## config.mk

```make
export PLATFORM = sky130hd
export DESIGN_NAME = json_string_escaper_utf8_check_unit
export DESIGN_NICKNAME = d
export VERILOG_FILES = /design/src/hw/rtl/jse_pkg.sv /design/src/hw/rtl/jse_emit.sv /design/src/hw/rtl/json_string_escaper_utf8_check_unit.sv
export VERILOG_INCLUDE_DIRS = /design/src /design/src/hw/rtl
export SDC_FILE = /design/constraint.sdc
export NUM_CORES = 1
export LEC_CHECK = 0
export BUFFER_PORTS_ARGS = -buffer_cell sky130_fd_sc_hd__buf_2
export CAP_MARGIN = 20
export CORE_MARGIN = 8
export CORE_UTILIZATION = 55
export DETAILED_ROUTE_END_ITERATION = 10
export PLACE_DENSITY = 0.75
export SLEW_MARGIN = 20
export SYNTH_ARGS = -nofsm -noshare
export SYNTH_HDL_FRONTEND = slang
export SYNTH_HIERARCHICAL = 1
export SYNTH_SLANG_ARGS = --single-unit
```

## constraint.sdc

```tcl
create_clock -name clk_i -period 5.8 [get_ports clk_i]
set_input_delay 1.16 -clock clk_i [delete_from_list [all_inputs] [get_ports clk_i]]
set_output_delay 1.16 -clock clk_i [all_outputs]
set_load 0.02 [all_outputs]
```

## src/hw/rtl/json_string_escaper_utf8_check_unit_assert.svh

```systemverilog
// Assertion macros for the JSON string escaper.
// Included by the RTL modules that carry concurrent checks; needs clk_i and rst_ni in scope.
`ifndef JSON_STRING_ESCAPER_UTF8_CHECK_UNIT_ASSERT_SVH
`define JSON_STRING_ESCAPER_UTF8_CHECK_UNIT_ASSERT_SVH

// Same-cycle implication, checked out of reset.
`define JSE_ASSERT_NOW(lbl, ante, cons, msg) \
  lbl: assert property (@(posedge clk_i) disable iff (!rst_ni) (ante) |-> (cons)) \
    else $error(msg);

// Next-cycle implication, checked out of reset.
`define JSE_ASSERT_NEXT(lbl, ante, cons, msg) \
  lbl: assert property (@(posedge clk_i) disable iff (!rst_ni) (ante) |=> (cons)) \
    else $error(msg);

`endif

```

## src/hw/rtl/jse_pkg.sv

```systemverilog
// Shared types, constants and byte classification for the JSON string escaper.
// No dependencies; imported by jse_emit and the top level.
package jse_pkg;

  // Emission mode of one token (a source byte and how it is written out)
  typedef enum logic [1:0] {
    TK_NONE,
    TK_RAW,
    TK_ESC,
    TK_HEX
  } tok_mode_e;

  typedef struct packed {
    tok_mode_e   mode;
    logic [7:0]  data;
  } tok_t;

  typedef enum logic {
    ST_IDLE,
    ST_RUN
  } state_e;

  localparam int unsigned HeldDepth = 3;
  localparam logic [2:0]  EscLastSub = 3'd1;
  localparam logic [2:0]  HexLastSub = 3'd5;

  localparam logic [7:0] CH_BSLASH = 8'h5c;
  localparam logic [7:0] CH_QUOTE  = 8'h22;
  localparam logic [7:0] CH_U      = 8'h75;
  localparam logic [7:0] CH_ZERO   = 8'h30;
  localparam logic [7:0] CH_B      = 8'h62;
  localparam logic [7:0] CH_F      = 8'h66;
  localparam logic [7:0] CH_N      = 8'h6e;
  localparam logic [7:0] CH_R      = 8'h72;
  localparam logic [7:0] CH_T      = 8'h74;

  localparam logic [7:0] HEX_DIGITS [16] = '{
    8'h30, 8'h31, 8'h32, 8'h33, 8'h34, 8'h35, 8'h36, 8'h37,
    8'h38, 8'h39, 8'h61, 8'h62, 8'h63, 8'h64, 8'h65, 8'h66
  };

  // Total UTF-8 sequence length for a lead byte, zero if not a valid lead
  function automatic logic [2:0] seq_len(input logic [7:0] b);
    logic [2:0] len;
    len = 3'd0;
    if (b inside {[8'hc2:8'hdf]}) len = 3'd2;
    else if (b inside {[8'he0:8'hef]}) len = 3'd3;
    else if (b inside {[8'hf0:8'hf4]}) len = 3'd4;
    return len;
  endfunction

  function automatic logic is_cont(input logic [7:0] b);
    return (b & 8'hc0) == 8'h80;
  endfunction

  // Strict range of the second byte, narrowed for the overlong, surrogate and out-of-range leads
  function automatic logic second_ok(input logic [7:0] lead, input logic [7:0] b);
    logic ok;
    case (lead)
      8'he0:   ok = b inside {[8'ha0:8'hbf]};
      8'hed:   ok = b inside {[8'h80:8'h9f]};
      8'hf0:   ok = b inside {[8'h90:8'hbf]};
      8'hf4:   ok = b inside {[8'h80:8'h8f]};
      default: ok = is_cont(b);
    endcase
    return ok;
  endfunction

  // How a byte is handled with nothing held; TK_NONE means it starts a hold
  function automatic tok_t fresh_tok(input logic [7:0] b, input logic eos);
    tok_t t;
    t.data = b;
    t.mode = TK_RAW;
    case (b)
      8'h22: begin t.mode = TK_ESC; t.data = CH_QUOTE;  end
      8'h5c: begin t.mode = TK_ESC; t.data = CH_BSLASH; end
      8'h08: begin t.mode = TK_ESC; t.data = CH_B;      end
      8'h0c: begin t.mode = TK_ESC; t.data = CH_F;      end
      8'h0a: begin t.mode = TK_ESC; t.data = CH_N;      end
      8'h0d: begin t.mode = TK_ESC; t.data = CH_R;      end
      8'h09: begin t.mode = TK_ESC; t.data = CH_T;      end
      default: begin
        if (b < 8'h20) t.mode = TK_HEX;
        else if (b < 8'h80) t.mode = TK_RAW;
        else if (seq_len(b) == 3'd0 || eos) t.mode = TK_HEX;
        else t.mode = TK_NONE;
      end
    endcase
    return t;
  endfunction

endpackage

```

## src/hw/rtl/jse_emit.sv

```systemverilog
// Shared byte formatter: turns one token and a sub-step count into one output byte.
// Depends on jse_pkg.
module jse_emit (
  input  jse_pkg::tok_t tok_i,
  input  logic [2:0]    sub_i,
  output logic [7:0]    byte_o,
  output logic          tok_end_o
);
  import jse_pkg::*;

  // Raw byte, two-byte short escape or six-byte \u00XX escape
  always_comb begin
    byte_o    = tok_i.data;
    tok_end_o = 1'b1;
    case (tok_i.mode)
      TK_RAW: begin
        byte_o    = tok_i.data;
        tok_end_o = 1'b1;
      end
      TK_ESC: begin
        byte_o    = (sub_i == 3'd0) ? CH_BSLASH : tok_i.data;
        tok_end_o = (sub_i == EscLastSub);
      end
      TK_HEX: begin
        case (sub_i)
          3'd0:    byte_o = CH_BSLASH;
          3'd1:    byte_o = CH_U;
          3'd2:    byte_o = CH_ZERO;
          3'd3:    byte_o = CH_ZERO;
          3'd4:    byte_o = HEX_DIGITS[tok_i.data[7:4]];
          default: byte_o = HEX_DIGITS[tok_i.data[3:0]];
        endcase
        tok_end_o = (sub_i == HexLastSub);
      end
      default: begin
        byte_o    = 8'h00;
        tok_end_o = 1'b1;
      end
    endcase
  end

endmodule

```

## src/hw/rtl/json_string_escaper_utf8_check_unit.sv

```systemverilog
// Top level of the JSON string escaper with strict UTF-8 checking.
// Depends on jse_pkg, jse_emit and json_string_escaper_utf8_check_unit_assert.svh.
//
//   channel | direction | handshake                 | payload
//   --------+-----------+---------------------------+--------------------------------------
//   in      | sink      | in_valid_i / in_stall_o   | in_byte_i, end_of_string_i
//   out     | source    | out_valid_o / out_stall_i | out_byte_o, run_last_o, string_done_o
//
// An input word is taken while the unit is idle; it then emits 0 to 24 output words, one per cycle
// through the shared formatter while out is free.
// A word that only starts or extends a held UTF-8 sequence emits nothing.
// in_stall_o is high while the sequencer emits; out stalls freeze the sequencer.
// Reset clears the held count and the sequencer; the held bytes themselves are not reset.
module json_string_escaper_utf8_check_unit (
  input  logic       clk_i,
  input  logic       rst_ni,
  input  logic       in_valid_i,
  output logic       in_stall_o,
  input  logic [7:0] in_byte_i,
  input  logic       end_of_string_i,
  output logic       out_valid_o,
  input  logic       out_stall_i,
  output logic [7:0] out_byte_o,
  output logic       run_last_o,
  output logic       string_done_o
);
  import jse_pkg::*;

  state_e      state_q, state_d;
  logic [1:0]  held_cnt_q, held_cnt_d;
  logic [7:0]  held_q [HeldDepth];
  logic [7:0]  tok_q [HeldDepth];
  logic [1:0]  ntok_q, ntok_d;
  logic        held_hex_q, held_hex_d;
  tok_t        cur_q, cur_d;
  logic        eos_q, eos_d;
  logic [1:0]  idx_q, idx_d;
  logic [2:0]  sub_q, sub_d;
  logic        out_valid_q, out_valid_d;
  logic [7:0]  out_byte_q;
  logic        out_last_q, out_done_q;

  logic        in_acc, start, adv, last;
  logic        held_we;
  logic [1:0]  held_wa;
  logic [2:0]  len, cnt_ext;
  logic        ok, complete, extend;
  tok_t        fr, tok;
  logic [7:0]  emit_byte;
  logic        tok_end;

  // Input decode against the held sequence
  assign in_acc  = in_valid_i && !in_stall_o;
  assign len     = seq_len(held_q[0]);
  assign cnt_ext = {1'b0, held_cnt_q} + 3'd1;
  assign ok      = (held_cnt_q == 2'd1) ? second_ok(held_q[0], in_byte_i) : is_cont(in_byte_i);
  assign complete = (held_cnt_q != 2'd0) && ok && (cnt_ext == len);
  assign extend   = (held_cnt_q != 2'd0) && ok && !end_of_string_i && (cnt_ext < len)
                    && (held_cnt_q != 2'd3);
  assign fr = fresh_tok(in_byte_i, end_of_string_i);

  // Token under emission: held bytes first, then the current byte
  always_comb begin
    if (idx_q < ntok_q) begin
      tok.mode = held_hex_q ? TK_HEX : TK_RAW;
      tok.data = tok_q[idx_q];
    end else begin
      tok = cur_q;
    end
  end

  jse_emit u_emit (
    .tok_i     (tok),
    .sub_i     (sub_q),
    .byte_o    (emit_byte),
    .tok_end_o (tok_end)
  );

  // Last word of this item: end of the current token, or of the last held one when
  // the current byte starts a new hold
  always_comb begin
    if (idx_q >= ntok_q) last = tok_end;
    else last = tok_end && (idx_q == ntok_q - 2'd1) && (cur_q.mode == TK_NONE);
  end

  // FSM outputs
  always_comb begin
    in_stall_o = (state_q != ST_IDLE);
    adv        = (state_q == ST_RUN) && (!out_valid_q || !out_stall_i);
  end

  // Accept decision: what to emit and how the hold changes
  always_comb begin
    start      = 1'b0;
    held_cnt_d = held_cnt_q;
    held_we    = 1'b0;
    held_wa    = 2'd0;
    ntok_d     = ntok_q;
    held_hex_d = held_hex_q;
    cur_d      = cur_q;
    eos_d      = eos_q;
    if (in_acc) begin
      eos_d = end_of_string_i;
      if (held_cnt_q == 2'd0) begin
        ntok_d     = 2'd0;
        held_hex_d = 1'b0;
        cur_d      = fr;
        if (fr.mode == TK_NONE) begin
          held_we    = 1'b1;
          held_cnt_d = 2'd1;
        end else begin
          start = 1'b1;
        end
      end else if (complete) begin
        start      = 1'b1;
        ntok_d     = held_cnt_q;
        held_hex_d = 1'b0;
        cur_d.mode = TK_RAW;
        cur_d.data = in_byte_i;
        held_cnt_d = 2'd0;
      end else if (extend) begin
        held_we    = 1'b1;
        held_wa    = held_cnt_q;
        held_cnt_d = held_cnt_q + 2'd1;
      end else begin
        // mismatch or early end: hex-escape the hold, then handle this byte afresh
        start      = 1'b1;
        ntok_d     = held_cnt_q;
        held_hex_d = 1'b1;
        cur_d      = fr;
        if (fr.mode == TK_NONE) begin
          held_we    = 1'b1;
          held_cnt_d = 2'd1;
        end else begin
          held_cnt_d = 2'd0;
        end
      end
    end
  end

  // Next state
  always_comb begin
    state_d = state_q;
    case (state_q)
      ST_IDLE: if (start) state_d = ST_RUN;
      ST_RUN:  if (adv && last) state_d = ST_IDLE;
      default: state_d = ST_IDLE;
    endcase
  end

  // Sequencer counters and output register control
  always_comb begin
    idx_d       = idx_q;
    sub_d       = sub_q;
    out_valid_d = out_valid_q;
    if (start) begin
      idx_d = 2'd0;
      sub_d = 3'd0;
    end else if (adv && !last) begin
      if (tok_end) begin
        idx_d = idx_q + 2'd1;
        sub_d = 3'd0;
      end else begin
        sub_d = sub_q + 3'd1;
      end
    end
    if (adv) out_valid_d = 1'b1;
    else if (out_valid_q && !out_stall_i) out_valid_d = 1'b0;
  end

  // Control registers
  always_ff @(posedge clk_i or negedge rst_ni) begin
    if (!rst_ni) begin
      state_q     <= ST_IDLE;
      held_cnt_q  <= 2'd0;
      idx_q       <= 2'd0;
      sub_q       <= 3'd0;
      out_valid_q <= 1'b0;
    end else begin
      state_q     <= state_d;
      held_cnt_q  <= held_cnt_d;
      idx_q       <= idx_d;
      sub_q       <= sub_d;
      out_valid_q <= out_valid_d;
    end
  end

  // Payload registers
  always_ff @(posedge clk_i) begin
    if (held_we) held_q[held_wa] <= in_byte_i;
    if (start) tok_q <= held_q;
    ntok_q     <= ntok_d;
    held_hex_q <= held_hex_d;
    cur_q      <= cur_d;
    eos_q      <= eos_d;
    if (adv) begin
      out_byte_q <= emit_byte;
      out_last_q <= last;
      out_done_q <= last && eos_q;
    end
  end

  assign out_valid_o   = out_valid_q;
  assign out_byte_o    = out_byte_q;
  assign run_last_o    = out_last_q;
  assign string_done_o = out_done_q;

`include "json_string_escaper_utf8_check_unit_assert.svh"

  // End of string always empties the hold and always emits at least one word
  `JSE_ASSERT_NEXT(a_eos_clears_hold, in_acc && end_of_string_i, held_cnt_q == 2'd0, "hold not empty after end of string")
  `JSE_ASSERT_NEXT(a_eos_emits, in_acc && end_of_string_i, state_q == ST_RUN, "end of string produced no output")
  // A nonempty hold always starts with a valid lead and is shorter than its sequence
  `JSE_ASSERT_NOW(a_hold_valid, held_cnt_q != 2'd0, (len != 3'd0) && ({1'b0, held_cnt_q} < len), "held sequence inconsistent")
  // string_done only rides on the last word of an item
  `JSE_ASSERT_NOW(a_done_is_last, out_valid_o && string_done_o, run_last_o, "string_done without run_last")

endmodule
```

==> results of run 1 <==
-- cell type report --
class,count,area share
inverter,17,0.0142
clock inverter,7,0.0275
sequential,81,0.530
clock buffer,9,0.0275
tap,99,0.0275
multi-input combinational,237,0.344
timing repair buffer,26,0.0300
-- state kept, by name, summed over array words and instances, names as in the netlist --
signal and cells:
eos_q 1, tok_q 24, sub_q 3, held_q 24
out_byte_o 8, out_valid_o 1, cur_q 10, idx_q 2
held_hex_q 1, run_last_o 1, string_done_o 1, ntok_q 2
in_stall_o 1, held_cnt_q 2
-- logic make-up (layout without fill, tap and decap cells) --
| group | after synthesis | after routing | share of synthesized area |
|---|---|---|---|
| AOI/OAI and AO/OA | 89 | 89 | 0.141 |
| xor gates and xnor gates | 5 | 5 | 0.0141 |
| adders and majority gates | 13 | 13 | 0.0400 |
| buffers and inverters | 34 | 59 | 0.0354 |
| DFF | 81 | 81 | 0.587 |
| muxes | 16 | 16 | 0.0421 |
| and+or+nand+nor | 114 | 114 | 0.141 |
-- metrics by stage --
stage	utilization	hold WS [ns]	setup slack, ns	total power, mW	cell area (um2)
after global routing	0.625	0.429	1.96	2.45	4510
after floorplan	-	0.400	2.52	1.57	4070
after global placement	0.589	0.400	2.00	1.80	4250
final	0.625	0.424	2.20	2.31	4510
after detailed placement	0.590	0.405	1.98	1.81	4250
after CTS	0.624	0.425	1.95	2.31	4500
-- cells in the final DEF, fill, tap and decap left out, types with 3 or more instances in the layout --
| cell | netlist | routed |
|---|---|---|
| edfxtp_1 | 72 | 72 |
| nor2_1 | 39 | 39 |
| a21oi_1 | 32 | 31 |
| buf_2 | 4 | 24 |
| nand2_1 | 19 | 19 |
| inv_1 | 17 | 17 |
| o21ai_0 | 14 | 14 |
| mux2i_1 | 13 | 13 |
| ha_1 | 13 | 13 |
| clkbuf_8 | 0 | 9 |
| dfrtp_1 | 9 | 9 |
| nor2b_1 | 7 | 7 |
| nand2b_1 | 7 | 7 |
| nor3_1 | 8 | 7 |
| nor4_1 | 5 | 5 |
| o21a_1 | 5 | 5 |
| nand3_1 | 5 | 5 |
| and2_1 | 5 | 5 |
| nand4_1 | 4 | 4 |
| a21o_1 | 4 | 4 |
| o31ai_1 | 3 | 3 |
| a211oi_1 | 3 | 3 |
| a21oi_2 | 2 | 3 |
| xor2_1 | 3 | 3 |
| bufinv_16 | 0 | 3 |
| o22ai_1 | 3 | 3 |
-- worst max-delay path by stage --
stage,startpoint,end,slack [ns],depth (start not counted)
after detailed placement,idx_q[1],out_byte_o[1],1.98,9
after floorplan,in_byte_i[4],held_q[10],2.52,7
after global routing,idx_q[1],out_byte_o[1],1.96,9
after global placement,in_byte_i[0],held_q[15],2.00,6
after CTS,idx_q[1],out_byte_o[1],1.95,9
final,idx_q[1],out_byte_o[1],2.20,9
-- layer usage --
metal	vias to the layer above	GRT usage
met4	0	0.0700
met5	-	0
li1	1346	-
met3	10	0.0422
met2	84	0.277
met1	1334	0.211
-- critical path: stages (launching register included) --
cell and delay [ns]:
dfrtp_1 0.74, ha_1 0.38, a21oi_2 0.55, nor2_1 0.10, a21oi_1 0.49, inv_1 0.13
ha_1 0.32, a21oi_1 0.06, a2111oi_0 0.47, a311oi_1 0.09
-- report_power, final --
part | total (mW) | switching (mW) | internal, mW
Combinational | 0.936 | 0.589 | 0.347
Clock | 0.506 | 0.215 | 0.291
Sequential | 0.870 | 0.0857 | 0.784
Total | 2.31 | 0.889 | 1.42
==> results.sh, run 1 <==
export IMPL_status="completed"
export IMPL_critPathKind="reg -> reg"
export IMPL_syn_nets=378
export IMPL_core_area_um2=7210
export IMPL_grt_pass1_wl_mm=13.5
export IMPL_postSynthCellCount=352
export IMPL_die_h_um=102
export IMPL_p_leak_nw=1.66
export IMPL_ff_latch_area_um2=2390
export IMPL_r2r_start="idx_q[1]"
export IMPL_netlist_area_leader_share=0.531
export IMPL_ys_types=63
export IMPL_fin_cells=476
export IMPL_netlist_top_cells_area="edfxtp_1 53%, dfrtp_1 5.5%, ha_1 4.0%"
export IMPL_cp_arrival_ns=3.68
export IMPL_hold_depth=0
export IMPL_r2r_end="out_byte_o[1]"
export IMPL_clock_path_buffers=2
export IMPL_ys_ff_latch=81
export IMPL_area_growth_pct=10.7
export IMPL_finalMaxSlewViolations=0
export IMPL_vias_per_cell=5.83
export IMPL_die_x_um=102
export IMPL_die_area_um2=10400
export IMPL_fin_nets=398
export IMPL_hp_class="reg -> reg"
export IMPL_routed_wl_mm=8.42
export IMPL_final_setup_tns_ns=0
export IMPL_cts_buffers=9
export IMPL_wire_per_inst_um=17.7
export IMPL_max_freq_mhz=278
export IMPL_ctsHoldBuffers=0
export IMPL_start_kind="register"
export IMPL_hp_start="held_q[13]"
export IMPL_overflow=0
export IMPL_syn_area_um2=4070
export IMPL_vias=2774
export IMPL_drtIter0Drc=162
export IMPL_clkSinkCount=81
export IMPL_clock_skew_ns=0.00530
export IMPL_path_max_fanout=17
export IMPL_drv_cap=0
export IMPL_drt_pre_antenna_iters=4
export IMPL_ys_top_cells_by_count="72 x edfxtp_1, 39 x nor2_1, 32 x a21oi_1, 19 x nand2_1, 17 x inv_1"
export IMPL_grt_start_max_net_pins=25
export IMPL_initial_core_util=0.564
export IMPL_ys_flop_type="edfxtp_1"
export IMPL_routabilityCongestion=0.857
export IMPL_grt_util_all_layers=0.170
export IMPL_synth_edf_count=72
export IMPL_ctsHtreeMaxLevel=3
export IMPL_yosysSeqAreaShare=0.587
export IMPL_reg2reg_slack_ns=2.20
export IMPL_multiInputGateArea_um2=1550
export IMPL_irDropWorstVdd_uv=259
export IMPL_tightest_slew_ns=0.731
export IMPL_holdPathEnd="tok_q[13]"
export IMPL_cp_end_kind="register"
export IMPL_grt_pass1_vias=2691
export IMPL_fin_crit_sh=0.620
export IMPL_setup_viol=0
export IMPL_antenna_found_initial=0
export IMPL_p_per_area_nw_per_um2=513
export IMPL_num_io_pins=25
export IMPL_routed_top_layer="met4"
export IMPL_syn_avg_cell_area_um2=11.6
export IMPL_wl_met1_mm=3.69
export IMPL_synth_area_leader_cell="edfxtp_1"
export IMPL_ant_nets=0
export IMPL_slew_headroom=0.510
export IMPL_synth_most_common_cell="edfxtp_1"
export IMPL_fin_crit_ns=3.60
export IMPL_n_antenna_cell=0
export IMPL_ctsResizeCount=0
export IMPL_post_cts_repair_setup_buffers=0
export IMPL_numPortBuffers=24
export IMPL_required_ns=5.89
export IMPL_rsz0062_at_grt="false"
export IMPL_r2r_cells=9
export IMPL_hold_violations=0
export IMPL_drive_above_1_share=0.154
export IMPL_yosysWarnings=6
export IMPL_final_fill_count=582
export IMPL_clk_pin_slew_ns=0.09
export IMPL_cts_tree="built"
export IMPL_drc=0
export IMPL_rows=31
export IMPL_dp_final_hpwl_mm=5.97
export IMPL_met3_length_um=496
export IMPL_clkLatencyLatePin_ns=0.35
export IMPL_placed_cells=460
export IMPL_async_flop_share=0.111
export IMPL_wl_met2_mm=4.11
export IMPL_cts_root_buf="clkbuf_8"
Power figures use the tool's default switching activity.
==> run 2: changes to the inputs <==
--- a/config.mk
+++ b/config.mk
@@ -11,7 +11,7 @@
 export CORE_MARGIN = 8
 export CORE_UTILIZATION = 55
 export DETAILED_ROUTE_END_ITERATION = 10
-export PLACE_DENSITY = 0.75
+export PLACE_DENSITY = 0.78
 export SLEW_MARGIN = 20
 export SYNTH_ARGS = -nofsm -noshare
 export SYNTH_HDL_FRONTEND = slang
==> constraint.sdc (replaced) <==
create_clock -name clk_i -period 3.2 [get_ports clk_i]
set_input_delay 0.64 -clock clk_i [delete_from_list [all_inputs] [get_ports clk_i]]
set_output_delay 0.64 -clock clk_i [all_outputs]
set_load 0.02 [all_outputs]
==> results.sh, run 2 (synthesized netlist as in run 1, its figures left out) <==
export IMPL_dp_final_hpwl_mm=5.87
export IMPL_cp_arrival_ns=3.08
export IMPL_n_antenna_cell=0
export IMPL_path_max_fanout=8
export IMPL_routed_wl_mm=8.21
export IMPL_ant_nets=0
export IMPL_setup_viol=0
export IMPL_drt_pre_antenna_iters=4
export IMPL_overflow=0
export IMPL_drc=0
export IMPL_ctsHtreeMaxLevel=3
export IMPL_fin_nets=409
export IMPL_rsz0062_at_grt="false"
export IMPL_cts_buffers=9
export IMPL_max_freq_mhz=331
export IMPL_switchingPower_mw=1.59
export IMPL_reg2reg_slack_ns=0.18
export IMPL_clk_pin_slew_ns=0.08
export IMPL_hp_class="in -> async"
export IMPL_path_cells="or3_1, o31ai_1, ha_1, a21oi_1, o21ai_0, a211oi_1, a21oi_1, nor3_1, buf_4"
export IMPL_internal_power_mw=2.57
export IMPL_clock_power_share=0.201
export IMPL_clock_skew_ns=0.00919
export IMPL_ctsHoldBuffers=0
export IMPL_cts_tree="built"
export IMPL_clkSinkCount=81
export IMPL_irDropWorstVdd_uv=330
export IMPL_drv_cap=0
export IMPL_tightest_slew_ns=0.634
export IMPL_final_common_cell="edfxtp_1"
export IMPL_final_cell_mix="72 x edfxtp_1, 38 x nor2_1, 32 x a21oi_1, 24 x buf_2, 19 x nand2_1"
export IMPL_fin_crit_sh=0.943
export IMPL_routabilityCongestion=0.913
export IMPL_grt_util_all_layers=0.171
export IMPL_grt_pass1_wl_mm=13.5
export IMPL_p_sw_frac=0.382
export IMPL_cts_root_buf="clkbuf_8"
export IMPL_p_per_area_nw_per_um2=912
export IMPL_drtIter0Drc=173
export IMPL_required_ns=3.26
export IMPL_crit_cells=9
export IMPL_die_x_um=102
export IMPL_die_h_um=102
export IMPL_r2r_cells=9
export IMPL_crit_slowest_cell="edfxtp_1"
export IMPL_endpoint="held_q[9]"
export IMPL_critical_path_max_stage_delay_ns=0.50
export IMPL_rows=31
export IMPL_antenna_found_initial=0
export IMPL_numPortBuffers=24
export IMPL_vias=2786
export IMPL_grt_pass1_vias=2790
export IMPL_finalMaxSlewViolations=0
export IMPL_critPathKind="reg -> reg"
export IMPL_status="completed"
export IMPL_clkLatencyLatePin_ns=0.36
export IMPL_p_leak_nw=1.70
export IMPL_grt_start_max_net_pins=31
export IMPL_area_growth_pct=12.0
export IMPL_cp_top_family="compound AO/OA/AOI/OAI gates"
export IMPL_post_route_util=0.632
export IMPL_largestRegisters="held_q x24, tok_q x24, cur_q x10"
export IMPL_pwr_share_seq=0.367
export IMPL_r2r_end="held_q[9]"
export IMPL_slew_headroom=0.573
export IMPL_cp_end_kind="register"
export IMPL_clock_path_buffers=2
export IMPL_startpoint="held_q[19]"
export IMPL_num_io_pins=25
export IMPL_path_buf_inv=1
export IMPL_core_area_um2=7210
export IMPL_wire_per_inst_um=16.9
export IMPL_crit_top_cell="a21oi_1"
export IMPL_initial_core_util=0.564
export IMPL_start_kind="register"
export IMPL_hold_violations=0
export IMPL_vias_per_cell=5.72
export IMPL_hold_ws_ns=0.132
export IMPL_fin_crit_ns=3.02
export IMPL_die_area_um2=10400
export IMPL_power_frac_comb=0.432
export IMPL_final_setup_tns_ns=0
export IMPL_drive_above_1_share=0.175
export IMPL_r2r_start="held_q[19]"
run 2: changes by cell type in the layout (fill, tap and decap cells not counted), sizes merged:
| cell | previous run | this run |
|---|---|---|
| buf | 26 | 37 |
| bufinv | 3 | 2 |
| clkinvlp | 0 | 1 |
run 2: layout make-up:
cell class	instances	area, um2
Clock inverter	7	101
Multi-Input combinational cell	237	1540
Sequential cell	81	2390
Fill cell	590	2660
Inverter	17	63.8
Tap cell	99	124
Timing Repair Buffer	37	218
Clock buffer	9	124
run 2: per-stage QoR:
stage	cells	setup WS [ns]	total power, mW	cell area, um2
after floorplan	352	0.250	2.84	4070
after global placement	471	0.344	3.29	4330
after detailed placement	471	0.224	3.34	4330
after CTS	487	0.207	4.17	4560
after global routing	487	0.0492	4.44	4560
final	487	0.183	4.16	4560
run 2: worst min-delay path by stage:
stage | cells past startpoint | slack [ns] | to | from
after floorplan | 0 | 0.34 | held_cnt_q[0] | rst_ni
after global placement | 0 | 0.40 | tok_q[7] | held_q[7]
after detailed placement | 0 | 0.40 | tok_q[5] | held_q[5]
after CTS | 1 | 0.13 | held_cnt_q[1] | rst_ni
after global routing | 1 | 0.13 | sub_q[2] | rst_ni
final | 1 | 0.13 | held_cnt_q[1] | rst_ni
run 2: what timing repair did:
action	4_1_cts	5_1_grt
buffers inserted	0	0
setup endpoints to repair	0	8
resized for setup	0	1
run 2: per-layer routing:
metal,GRT usage,part of all wire,vias to the layer above
met5,0,0,-
met4,0.0779,0.017,0
met3,0.0443,0.064,14
met2,0.283,0.49,88
met1,0.205,0.43,1317
li1,-,-,1367
run 2: power groups by stage:
| stage | Sequential, mW | Clock, mW | Combinational (mW) |
|---|---|---|---|
| finish | 1.53 | 0.834 | 1.80 |
| global route | 1.55 | 0.894 | 2.00 |
| CTS | 1.53 | 0.846 | 1.79 |
| detailed placement | 1.55 | 0 | 1.79 |
| global placement | 1.54 | 0 | 1.75 |
| floorplan | 1.62 | 0 | 1.22 |
